===== src/hw/rtl/nsf_pkg.sv =====
// nsf_pkg: shared types, constants and the microcode store of the newton square root block
// used by nsf_div, nsf_seq and newton_sqrt_fixed; depends on nothing

package nsf_pkg;

   // default parameter values
   localparam int MAX_STEPS_DEF = 63;
   localparam int FRAC_BITS_DEF = 16;

   // field and datapath widths
   localparam int RADICAND_W  = 31;
   localparam int STEP_W      = 6;
   localparam int ROOT_W      = 48;
   localparam int XW          = 64;
   localparam int STEP_CALC_W = 8;
   localparam int PC_W        = 3;

   typedef logic [PC_W-1:0] pc_type;

   // microcode step addresses
   localparam pc_type PC_WAIT   = 3'd0;
   localparam pc_type PC_ZCHK   = 3'd1;
   localparam pc_type PC_LOOP   = 3'd2;
   localparam pc_type PC_START  = 3'd3;
   localparam pc_type PC_ITER   = 3'd4;
   localparam pc_type PC_UPDATE = 3'd5;
   localparam pc_type PC_DONE   = 3'd6;
   localparam pc_type PC_RETIRE = 3'd7;

   // jump conditions: a true condition loads the target, otherwise the next step follows
   typedef enum logic [2:0] {
      COND_NEVER,
      COND_ALWAYS,
      COND_NO_REQ,
      COND_ZERO,
      COND_NO_STEPS,
      COND_DIV_MORE,
      COND_OUT_BUSY
   } cond_type;

   typedef struct packed {
      logic     accept;
      logic     div_start;
      logic     div_iter;
      logic     x_update;
      logic     out_load;
      cond_type cond;
      pc_type   target;
   } cw_type;

   // status bits that the conditions test
   typedef struct packed {
      logic req_valid;
      logic zero;
      logic no_steps;
      logic div_more;
      logic out_busy;
   } status_type;

   typedef struct packed {
      logic [RADICAND_W-1:0] radicand;
      logic [STEP_W-1:0]     step_count;
   } req_type;

   typedef struct packed {
      logic [ROOT_W-1:0] root_estimate;
      logic              invalid;
   } rsp_type;

   // microcode store
   function automatic cw_type rom_word(pc_type pc);
      cw_type w;
      w = '{accept: 1'b0, div_start: 1'b0, div_iter: 1'b0, x_update: 1'b0,
            out_load: 1'b0, cond: COND_NEVER, target: PC_WAIT};
      unique case (pc)
         PC_WAIT: begin
            w.accept = 1'b1;
            w.cond   = COND_NO_REQ;
            w.target = PC_WAIT;
         end
         PC_ZCHK: begin
            w.cond   = COND_ZERO;
            w.target = PC_DONE;
         end
         PC_LOOP: begin
            w.cond   = COND_NO_STEPS;
            w.target = PC_DONE;
         end
         PC_START: begin
            w.div_start = 1'b1;
         end
         PC_ITER: begin
            w.div_iter = 1'b1;
            w.cond     = COND_DIV_MORE;
            w.target   = PC_ITER;
         end
         PC_UPDATE: begin
            w.x_update = 1'b1;
            w.cond     = COND_ALWAYS;
            w.target   = PC_LOOP;
         end
         PC_DONE: begin
            w.out_load = 1'b1;
            w.cond     = COND_OUT_BUSY;
            w.target   = PC_DONE;
         end
         PC_RETIRE: begin
            w.cond   = COND_ALWAYS;
            w.target = PC_WAIT;
         end
         default: begin
            w.cond   = COND_ALWAYS;
            w.target = PC_WAIT;
         end
      endcase
      return w;
   endfunction

endpackage


===== src/hw/rtl/nsf_div.sv =====
// nsf_div: restoring bit-serial divider, one quotient bit per cycle while iter is high, saturating at 64 bits
// depends on nsf_pkg

module nsf_div #(
   parameter int FRAC_BITS = nsf_pkg::FRAC_BITS_DEF
) (
   input  logic                            clock,
   input  logic                            reset,
   input  logic                            start,
   input  logic                            iter,
   input  logic [nsf_pkg::RADICAND_W-1:0]  radicand,
   input  logic [nsf_pkg::XW-1:0]          divisor,
   output logic [nsf_pkg::XW-1:0]          quotient,
   output logic                            more
);

   localparam int SHIFT = 2 * FRAC_BITS;
   localparam int DW    = nsf_pkg::RADICAND_W + SHIFT;
   localparam int CNT_W = $clog2(DW + 1);
   localparam int XW    = nsf_pkg::XW;

   logic [CNT_W-1:0] cnt_ff, cnt_in;
   logic [DW-1:0]    dvd_ff, dvd_in;
   logic [XW-1:0]    rem_ff, rem_in;
   logic [XW-1:0]    quo_ff, quo_in;
   logic [XW-1:0]    d_ff, d_in;
   logic             sat_ff, sat_in;
   logic [XW:0]      trial;
   logic [XW+1:0]    diff;
   logic             ge;

   // trial subtract of the divisor from the shifted remainder
   always_comb begin
      trial = {rem_ff, dvd_ff[DW-1]};
      diff  = {1'b0, trial} - {2'b00, d_ff};
      ge    = ~diff[XW+1];
   end

   // next values of the iteration registers
   always_comb begin
      cnt_in = cnt_ff;
      dvd_in = dvd_ff;
      rem_in = rem_ff;
      quo_in = quo_ff;
      d_in   = d_ff;
      sat_in = sat_ff;
      if (start) begin
         cnt_in = CNT_W'(DW);
         dvd_in = {radicand, {SHIFT{1'b0}}};
         rem_in = '0;
         quo_in = '0;
         d_in   = divisor;
         sat_in = 1'b0;
      end else if (iter) begin
         cnt_in = cnt_ff - CNT_W'(1);
         dvd_in = dvd_ff << 1;
         rem_in = ge ? diff[XW-1:0] : trial[XW-1:0];
         quo_in = {quo_ff[XW-2:0], ge};
         sat_in = sat_ff | quo_ff[XW-1];
      end
   end

   always_ff @(posedge clock) begin
      if (reset) begin
         cnt_ff <= '0;
      end else begin
         cnt_ff <= cnt_in;
      end
   end

   always_ff @(posedge clock) begin
      dvd_ff <= dvd_in;
      rem_ff <= rem_in;
      quo_ff <= quo_in;
      d_ff   <= d_in;
      sat_ff <= sat_in;
   end

   // a zero divisor or an overflowed quotient reads as all ones
   assign quotient = (sat_ff || (d_ff == '0)) ? '1 : quo_ff;
   assign more     = (cnt_ff != CNT_W'(1));

   a_iter_counted: assert property (@(posedge clock) disable iff (reset)
      iter |-> cnt_ff != '0)
      else $error("divider iterates with no bits left");

   a_start_loads: assert property (@(posedge clock) disable iff (reset)
      start |=> more && cnt_ff == CNT_W'(DW))
      else $error("divider start did not load the bit count");

endmodule


===== src/hw/rtl/nsf_seq.sv =====
// nsf_seq: microcode sequencer, step counter over the control store with conditional jumps
// depends on nsf_pkg

module nsf_seq (
   input  logic                clock,
   input  logic                reset,
   input  nsf_pkg::status_type status,
   output nsf_pkg::cw_type     cw
);

   nsf_pkg::pc_type pc_ff, pc_in;
   logic            take;

   // control word of the current step
   assign cw = nsf_pkg::rom_word(pc_ff);

   // jump condition decode
   always_comb begin
      unique case (cw.cond)
         nsf_pkg::COND_NEVER:    take = 1'b0;
         nsf_pkg::COND_ALWAYS:   take = 1'b1;
         nsf_pkg::COND_NO_REQ:   take = ~status.req_valid;
         nsf_pkg::COND_ZERO:     take = status.zero;
         nsf_pkg::COND_NO_STEPS: take = status.no_steps;
         nsf_pkg::COND_DIV_MORE: take = status.div_more;
         nsf_pkg::COND_OUT_BUSY: take = status.out_busy;
         default:                take = 1'b1;
      endcase
   end

   // next step
   always_comb begin
      pc_in = take ? cw.target : nsf_pkg::pc_type'(pc_ff + 1'b1);
   end

   always_ff @(posedge clock) begin
      if (reset) begin
         pc_ff <= nsf_pkg::PC_WAIT;
      end else begin
         pc_ff <= pc_in;
      end
   end

   a_iter_leaves_to_update: assert property (@(posedge clock) disable iff (reset)
      (pc_ff == nsf_pkg::PC_ITER && !status.div_more) |=> pc_ff == nsf_pkg::PC_UPDATE)
      else $error("division end did not lead to the estimate update");

endmodule


===== src/hw/rtl/newton_sqrt_fixed.sv =====
// newton_sqrt_fixed: top level, newton square root in unsigned fixed point
// depends on nsf_pkg, nsf_div and nsf_seq
//
//   port group  | dir | handshake           | payload
//   req_*       | in  | req_valid/req_stall | nsf_pkg::req_type (radicand, step_count)
//   rsp_*       | out | rsp_valid/rsp_stall | nsf_pkg::rsp_type (root_estimate, invalid)
//
// one request at a time; s = step count after saturation at MAX_STEPS
// a request runs s newton steps, each a pass of the bit-serial divider, which gives one
// quotient bit a cycle over 31 + 2 * FRAC_BITS bits, followed by an estimate update
// a zero radicand skips the newton steps; reset returns the sequencer to the wait step
// req_stall is high outside the wait step; a held response stalls the sequencer at its end

module newton_sqrt_fixed #(
   parameter int MAX_STEPS = nsf_pkg::MAX_STEPS_DEF,
   parameter int FRAC_BITS = nsf_pkg::FRAC_BITS_DEF
) (
   input  logic             clock,
   input  logic             reset,
   input  logic             req_valid,
   output logic             req_stall,
   input  nsf_pkg::req_type req_data,
   output logic             rsp_valid,
   input  logic             rsp_stall,
   output nsf_pkg::rsp_type rsp_data
);

   localparam int SW     = $clog2(MAX_STEPS + 1);
   localparam int XW     = nsf_pkg::XW;
   localparam int CALC_W = nsf_pkg::STEP_CALC_W;

   nsf_pkg::cw_type     cw;
   nsf_pkg::status_type status;

   logic [nsf_pkg::RADICAND_W-1:0] n_ff, n_in;
   logic [XW-1:0]                  x_ff, x_in;
   logic [SW-1:0]                  steps_ff, steps_in;
   logic                           inv_ff, inv_in;
   nsf_pkg::rsp_type               out_ff, out_in;
   logic                           rsp_valid_ff, rsp_valid_in;
   logic [XW-1:0]                  quotient;
   logic                           div_more;
   logic                           accept;
   logic                           out_busy;
   logic                           out_load;
   logic [CALC_W-1:0]              step_req;
   logic [CALC_W-1:0]              step_sat;

   // sequencer and divider
   nsf_seq u_seq (
      .clock  (clock),
      .reset  (reset),
      .status (status),
      .cw     (cw)
   );

   nsf_div #(
      .FRAC_BITS (FRAC_BITS)
   ) u_div (
      .clock    (clock),
      .reset    (reset),
      .start    (cw.div_start),
      .iter     (cw.div_iter),
      .radicand (n_ff),
      .divisor  (x_ff),
      .quotient (quotient),
      .more     (div_more)
   );

   // handshake
   assign req_stall = ~cw.accept;
   assign accept    = req_valid & cw.accept;
   assign out_busy  = rsp_valid_ff & rsp_stall;
   assign out_load  = cw.out_load & ~out_busy;

   // status for the jump conditions
   always_comb begin
      status.req_valid = req_valid;
      status.zero      = (n_ff == '0);
      status.no_steps  = (steps_ff == '0);
      status.div_more  = div_more;
      status.out_busy  = out_busy;
   end

   // step count saturation
   always_comb begin
      step_req = CALC_W'(req_data.step_count);
      step_sat = (step_req > CALC_W'(MAX_STEPS)) ? CALC_W'(MAX_STEPS) : step_req;
   end

   // working registers: radicand, estimate, steps left, invalid flag
   always_comb begin
      n_in     = n_ff;
      x_in     = x_ff;
      steps_in = steps_ff;
      inv_in   = inv_ff;
      if (accept) begin
         n_in     = req_data.radicand;
         x_in     = XW'(req_data.radicand) << (FRAC_BITS - 1);
         steps_in = SW'(step_sat);
         inv_in   = (req_data.radicand == '0) && (req_data.step_count != '0);
      end else begin
         if (cw.div_start) begin
            steps_in = steps_ff - SW'(1);
         end
         // halve the sum of estimate and quotient without overflow
         if (cw.x_update) begin
            x_in = (x_ff >> 1) + (quotient >> 1) + XW'(x_ff[0] & quotient[0]);
         end
      end
   end

   always_ff @(posedge clock) begin
      n_ff     <= n_in;
      x_ff     <= x_in;
      steps_ff <= steps_in;
      inv_ff   <= inv_in;
   end

   // response register
   always_comb begin
      out_in       = out_ff;
      rsp_valid_in = rsp_valid_ff;
      if (out_load) begin
         out_in.root_estimate = x_ff[nsf_pkg::ROOT_W-1:0];
         out_in.invalid       = inv_ff;
         rsp_valid_in         = 1'b1;
      end else if (!rsp_stall) begin
         rsp_valid_in = 1'b0;
      end
   end

   always_ff @(posedge clock) begin
      if (reset) begin
         rsp_valid_ff <= 1'b0;
      end else begin
         rsp_valid_ff <= rsp_valid_in;
      end
   end

   always_ff @(posedge clock) begin
      out_ff <= out_in;
   end

   assign rsp_valid = rsp_valid_ff;
   assign rsp_data  = out_ff;

   a_one_request: assert property (@(posedge clock) disable iff (reset)
      accept |=> !cw.accept)
      else $error("second request taken while one is in work");

   a_invalid_zero: assert property (@(posedge clock) disable iff (reset)
      (rsp_valid_ff && out_ff.invalid) |-> out_ff.root_estimate == '0)
      else $error("invalid response with nonzero estimate");

   a_rsp_from_load: assert property (@(posedge clock) disable iff (reset)
      $rose(rsp_valid_ff) |-> $past(cw.out_load))
      else $error("response raised without a result step");

endmodule


===== config.mk =====
export PLATFORM = sky130hd
export DESIGN_NAME = newton_sqrt_fixed
export DESIGN_NICKNAME = d
export VERILOG_FILES = /design/src/hw/rtl/nsf_pkg.sv /design/src/hw/rtl/nsf_div.sv /design/src/hw/rtl/nsf_seq.sv /design/src/hw/rtl/newton_sqrt_fixed.sv
export SDC_FILE = /design/constraint.sdc
export NUM_CORES = 1
export LEC_CHECK = 0
export BUFFER_PORTS_ARGS = -buffer_cell sky130_fd_sc_hd__buf_4
export CAP_MARGIN = 20
export CORE_MARGIN = 2
export CORE_UTILIZATION = 35
export CTS_BUF_LIST = sky130_fd_sc_hd__clkbuf_16
export DETAILED_ROUTE_END_ITERATION = 8
export PLACE_DENSITY_LB_ADDON = 0.25
export SLEW_MARGIN = 20
export SYNTH_ARGS = -nofsm -noshare
export SYNTH_HDL_FRONTEND = slang
export SYNTH_SLANG_ARGS = --single-unit

===== constraint.sdc =====
create_clock -name clock -period 11.9 [get_ports clock]
set_clock_uncertainty 0.15 [all_clocks]
set_input_delay 0.595 -clock clock [delete_from_list [all_inputs] [get_ports clock]]
set_output_delay 0.595 -clock clock [all_outputs]
set_load 0.05 [all_outputs]

==> results.md, run 1 <==
- The run finished with clean final reports.
- The congestion estimate from routability-driven global placement came to 0.8837.
- The cell at the root of the clock tree is clkbuf_16.
- The sort of element at the end of the critical path is a flop.
- The detailed-route wire length per cell is 19.14 um.
- IR analysis of the VDD net gives a maximum drop of 0.1341 mV.
- The category of the critical setup timing path is reg2reg.
- STA classifies the critical path startpoint as a flop.
- The maximum clock rate is 0.1701 GHz.
- For this design, the sink count on the clock tree is 385.
- In the final timing run, aggregate negative setup slack is 0 ns.
- The final critical-path required period is 5.879 ns.
- The origin of the worst setup path is u_div.d_ff[2].
- The number of antenna cells inserted is 0.
- The final cell utilization of the core is 0.4016.
- The buffer depth of the longest clock path is 3.
- The TritonCTS clock tree is done.
- The transition time at the pin with the least slew margin is 1.098 ns.
- Relative to the synthesized area, the layout overhead comes to 13.22%.
- The most instantiated flip-flop cell in the synthesis netlist is edfxtp_1.
- The via count of the first global-routing pass was 17214.
- The horizontal die dimension is 254.3 um.
- The die is 254.3 um tall.
- For this run, design rule violations remaining after detail routing come to 0.
- The maximum fanout along the worst path is 64.
- The startpoint of the tightest hold check path is req_data[24].
- The clock-pin transition on the worst setup and hold timing paths is 0.06 ns.
- The starting density of the core is 0.3547.
- At the worst endpoint, the arrival time is 6.15 ns.
- A synthesized cell averages 9.210 um^2.
- The maximum level of the CTS H-tree is 2.
- The post-CTS resize count is 0.
- The first global-routing pass estimated 97.56 mm of wire.
- Setup repair after global routing left no endpoint under its margin.
- In this run the cell area of the synthesized design comes to 0.02193 mm^2.
- Counting flops with a built-in enable in the synthesized netlist gives 213.
- The sequential area share after synthesis is 0.4487.
- The floorplan has 91 rows.
- The final hold violation count is 0.
- For this block, the via count after detailed routing is 17902.
- The die covers 0.06467 mm^2.
- The HPWL after detailed placement is 45.19 mm.
- Synthesis produced a netlist with a net count of 2560.
- The final max-slew violation count is 0.
- After floorplanning, the core was sized to cover 0.06183 mm^2.
- The first-iteration detailed-routing DRC count is 1218.
- In the layout the commonest cells are nand2_1, a21oi_1, edfxtp_1.
- The async set or reset register ratio after synthesis is 0.
- In this run the tool buffered the top-level ports with 91 buffer cells.
- Leaving out fill and tap cells, the most frequent cell in the layout is nand2_1.
- The fraction of layout cells with a size suffix above 1 is 0.1204.
- After technology mapping, the gate count stands at 2381.
- The net total in the final layout is 2583.
- The clock latency at the later pin of the worst-skew pair is 0.58 ns.
- The worst-path cell with the longest stage delay is nor4bb_1.
- Headroom to the max-slew limit came out at 0.2682.
- The global routing usage summed across all routing layers is 0.1922.
- After clock tree synthesis, the flow added hold-fix buffers numbering 0.
- The count of nets left with antenna violations once routing finished came out at 0.
- Setup violations remaining at the end of the flow were counted as 0.
- The part of the cycle the worst path needs is 0.4940.
- The signal on the critical path passes through nor4_1, nand4_1, o41ai_2, buf_4, or2_2, ha_1, a21o_1, a211oi_1, a21boi_0, nand3_1, nor4bb_1, o311ai_0, a41oi_1, o21bai_1, xnor2_1, o21ai_0.
- The class of the tightest hold or removal check is in2reg.
- The TritonCTS buffer count is 46.
- The delay of the slowest cell on the worst path is 0.74 ns.
- The number of vias per cell is 5.461.
- In this run the critical register-to-register path is launched from u_div.d_ff[2].
- The total of warnings raised by yosys is 0.
- The total overflow left after global routing is 0.
- The tool flagged a number of max-cap violations equal to 0.
- The initial antenna violation count came to 4.
- The worst hold slack across all endpoints is 0.06746 ns.
- The flip-flop and latch count after synthesis is 385.
- The post-CTS setup repair buffer count is 0.
- The count of unique library cells instantiated by Yosys is 81.
- For this block, the routed nets add up to 62.74 mm of wire.
- The number of top-level pins is 92.
- Before antenna repair, the detailed router went through 6 iterations.
- At the worst endpoint, the required time is 12.17 ns.
- Power spread over the standard cell area amounts to 237.5 mW/mm^2.
- Entering global routing, the biggest net connects 102 pins.
- The analysis attributes to cell leakage a power of 10.12 nW.
report_power, final:
part / internal, W / switching, W
registers: 0.00178 / 0.000273
logic: 0.000907 / 0.00153
clock network: 0.000830 / 0.000571
total: 0.00352 / 0.00238
final timing paths:
check                 to  slack (ns)  depth (start not counted)
max             x_ff[46]        6.02                         16
min             n_ff[18]        0.07                          1
max reg2reg     x_ff[46]        6.02                         16
min reg2reg  rsp_data[0]        0.28                          0
worst max-delay path, delay by kind of cell (launching register included):
family | cells | cell delay (ns)
AOI/OAI and AO/OA | 8 | 2.27
and+or+nand+nor | 5 | 1.93
buffers and inverters | 1 | 0.52
DFF | 1 | 0.39
adders and majority gates | 1 | 0.29
xor gates and xnor gates | 1 | 0.15
registers in the layout (all words and copies together), names as in the netlist, 3 cells and up:
register      cells
n_ff             31
u_div.dvd_ff     31
steps_ff          6
u_div.rem_ff     64
u_seq.pc_ff       3
x_ff             64
rsp_data         49
u_div.d_ff       64
u_div.quo_ff     64
u_div.cnt_ff      6
cell usage after synthesis, types with 19 or more instances:
master | n | share of area
inv_1 | 109 | 0.019
ha_1 | 135 | 0.077
o21bai_1 | 19 | 0.0065
a31oi_1 | 33 | 0.0094
edfxtp_1 | 213 | 0.29
o21ai_0 | 141 | 0.032
clkbuf_1 | 124 | 0.021
nor3_1 | 31 | 0.0071
nor4_1 | 39 | 0.011
a21oi_1 | 238 | 0.054
xor2_1 | 51 | 0.020
a311oi_1 | 27 | 0.011
a21o_1 | 75 | 0.026
nand4_1 | 48 | 0.014
mux2_2 | 31 | 0.016
or2_2 | 67 | 0.019
dfxtp_1 | 172 | 0.16
nor2_1 | 103 | 0.018
nand2_1 | 369 | 0.063
xnor2_1 | 71 | 0.028
nand3_1 | 41 | 0.0094
cells by family (layout without fill, tap and decap cells):
logic type / Yosys count / in the layout / synth area share
xor gates and xnor gates: 122 / 122 / 0.04873
muxes: 34 / 34 / 0.01729
buffers and inverters: 241 / 301 / 0.04176
adders and majority gates: 138 / 138 / 0.07976
and+or+nand+nor: 781 / 781 / 0.1679
AOI/OAI and AO/OA: 680 / 680 / 0.1959
DFF: 385 / 385 / 0.4487
area by class of cell:
type                       instances  area, um^2
clock buffer                      49        1226
clock inverter                    36       281.5
fill                            6104       37000
inverter                         110       412.9
multi-input combinational       1755       11230
sequential                       385        9839
tap                              837        1047
timing repair buffer             106       795.8
per-stage QoR:
stage	setup WS [ns]	instance area [um^2]	power (W)	cells
2_1_floorplan	6.937	21930	0.003809	2381
3_3_place_gp	6.100	23320	0.004454	3193
3_5_place_dp	6.051	23320	0.004484	3193
4_1_cts	6.039	24830	0.005919	3278
5_1_grt	5.607	24830	0.006290	3278
6_report	6.021	24830	0.005896	3278
layer usage:
layer,wire length (um),GRT usage,up-vias
met5,8,0,-
met4,1313,0.05311,2
met3,3245,0.02368,86
met1,29490,0.2691,8614
li1,-,-,8723
met2,28680,0.3123,477
Power figures use the tool's default switching activity.
==> run 2, diff against run 1 <==
==> constraint.sdc (replaced) <==
create_clock -name clock -period 5.31 [get_ports clock]
set_clock_uncertainty 0.15 [all_clocks]
set_input_delay 0.2655 -clock clock [delete_from_list [all_inputs] [get_ports clock]]
set_output_delay 0.2655 -clock clock [all_outputs]
set_load 0.05 [all_outputs]
==> results.md, run 2 (synthesis gave the netlist of run 1 again) <==
- The via count of the first global-routing pass came to 17819.
- The flow ran to the end, and the final reports show no timing, DRC or antenna violations.
- Setup repair after global routing could not meet its margin everywhere.
- The worst-path cell with the longest stage delay is o41ai_4.
- The library cells used most frequently in the layout, excluding fill and tap cells, are nand2_1, a21oi_1, edfxtp_1.
- The net total in the final layout is 2665.
- The cell sitting at the root of the clock tree is a clkbuf_16.
- Dividing the final minimum period by the clock period gives 0.9753.
- The final max-slew violation count came to 0.
- The routed via count is 18231.
- At the end of routability-driven placement, the weighted congestion stood at 0.8906.
- The pin count of the biggest net entering global routing is 163.
- The number of remaining DRC errors is 0.
- The area of placed instances is 0.02368 mm^2.
- In the final layout, the share of cells above drive strength 1 is 0.1337.
- The floorplan has 91 rows.
- The global-route wire length before repair is 99.66 mm.
- The worst setup path is of the reg2reg kind.
- The number of filler cells placed in the layout is 6081.
- The maximum level of the CTS H-tree is 2.
- During I/O placement, the number of pins put on the boundary was 92.
- The final hold violation count was 0.
- Summing all non-filler instances in the final layout gives an area of 0.02551 mm^2.
- At the worst endpoint, the arrival time is 5.44 ns.
- For the pin with the worst max-slew slack, the measured transition is 1.039 ns.
- The most common cell after layout, fill and taps aside is nand2_1.
- After detailed routing, the average wire length per cell comes to 18.99 um.
- The depth of the most critical reg-to-reg path is 17.
- The floorplan die area is 0.06467 mm^2.
- For this run, the slowest stage of the critical path takes 0.48 ns.
- The class of the tightest hold or removal check is in2reg.
- The total clock sinks is 385.
- In this run the tool buffered the top-level ports with 91 buffer cells.
- After layout, the minimum clock period comes to 5.179 ns.
- The power per cell area is 512.5 mW/mm^2.
- The tool flagged a number of max-cap violations equal to 0.
- The first TritonRoute pass finished after 5 iterations.
- The routed design has 63.79 mm of wire.
- For this configuration, the core starts out at a cell density of 0.3547.
- The detailed-routing wirelength on met1 is 29.58 mm.
- After the first detailed-routing iteration, the DRC count stood at 1164.
- Clock tree synthesis inserted a total of 45 buffers.
- The cell leakage power is 10.47 nW.
- Setup total negative slack on the finished layout was measured at 0 ns.
- In this run the top signal layer used is met4.
- The number of vias per cell is 5.428.
- The maximum fanout along the worst path is 31.
- The tightest slew margin relative to the limit is 0.3073.
- The remaining global-route overflow is 0.
- After clock tree synthesis, the clock-pin slew on the worst setup and hold paths is 0.06 ns.
- The clock passes through at most 3 buffers.
- The sort of element at the end of the critical path is a flop.
- The category of the worst setup path launch point is a flop.
- The library cell appearing most often on the critical path is nor4_1.
- Compared with the post-synthesis result, the final layout area differs by 16.34%.
- Measured along the x axis, the die boundary spans 254.3 um.
- Summed over all nets, the half-perimeter wirelength after detailed placement is 46.14 mm.
- The die is 254.3 um tall.
- The core footprint is 0.06183 mm^2.
- The number of instances on the worst hold path is 4.
- The met2 routed wirelength is 29.09 mm.
- The detailed-routed wire length on met3 is 3.504 mm.
- In this run the remaining antenna-violating nets after routing total 0.
- The setup violation total in the final timing report is 0.
- The later pin in the worst-skew pair is clocked with a latency of 0.57 ns.
- The required time at the endpoint of the critical path is 5.57 ns.
- The maximum vdd ir drop is 0.2863 mV.
- Walking the worst path, the cells encountered are nor4_1, nand4_1, o41ai_4, buf_4, buf_12, or2_2, ha_1, a2111oi_1, o221ai_1, a21oi_2, o31a_1, a2111o_1, a31oi_1, o221a_1, o41a_1, a2111oi_2, nor4_1.
- The initial antenna violation count is 3.
- Based on the critical path, the design can be clocked at up to 0.1931 GHz.
- Across every metal layer, demand over resource in global routing totals 0.1961.
- TritonCTS built the clock tree.
## run 2: cell types whose count changed in the layout (fill, tap and decap cells not counted), sizes merged
cell	change
clkinv	-2
dlygate4sd3	+39
clkbuf	-4
inv	+4
bufinv	-2
buf	+44
diode	+2
## run 2: worst paths after layout
check,startpoint,end,slack (ns)
max,u_div.d_ff[1],x_ff[63],0.13
min,req_valid,u_seq.pc_ff[0],0.12
max reg2reg,u_div.d_ff[1],x_ff[63],0.13
min reg2reg,inv_ff,rsp_data[0],0.27
## run 2: worst max-delay path: cells and delay by family (launching register included)
family	cells	cell delay (ns)
buffers and inverters	2	0.38
AND/OR/NAND/NOR	4	0.78
adder cells (fa/ha/maj)	1	0.23
flip-flops	1	0.43
AO/OA/AOI/OAI	10	3.04
## run 2: report_power, final
part	switching, W	internal [W]	total [W]
Sequential	0.000611	0.00400	0.00461
Clock	0.00125	0.00164	0.00289
Combinational	0.00346	0.00212	0.00558
## run 2: per-stage QoR
stage | cells | total power, W | util | hold WS (ns) | setup slack, ns
final | 3359 | 0.01308 | 0.4127 | 0.1175 | 0.1309
after global routing | 3357 | 0.01395 | 0.4126 | 0.1517 | -0.1274
after CTS | 3356 | 0.01310 | 0.4116 | 0.09776 | 0.04326
after detailed placement | 3236 | 0.01013 | 0.3830 | 0.2692 | -0.05597
after global placement | 3236 | 0.01006 | 0.3830 | 0.2536 | 0.06375
after floorplan | 2381 | 0.008536 | - | 0.2144 | 0.3469
## run 2: metal layers
layer | global-route usage | vias to the layer above
met4 | 0.06034 | 0
met5 | 0 | -
li1 | - | 8884
met3 | 0.02460 | 89
met1 | 0.2710 | 8779
met2 | 0.3198 | 479
## run 2: layout make-up
type / instances / area, um^2 / share of cell area
diodes: 2 / 5.005 / 0.0001962
multi-input cells: 1755 / 11300 / 0.4428
well taps: 837 / 1047 / 0.04105
repair buffers: 189 / 1554 / 0.06091
clock buffers: 45 / 1126 / 0.04414
inverters: 110 / 412.9 / 0.01618
clock inverters: 36 / 231.5 / 0.009073
flip-flops and latches: 385 / 9839 / 0.3857
## run 2: timing repair
item,in CTS,in global routing
cloned,0,0
pin swaps,0,1
hold buffers,39,0
endpoints found under the setup margin,1,17
setup buffers,0,1
gates resized for setup,2,11
endpoints found under the hold margin,79,0
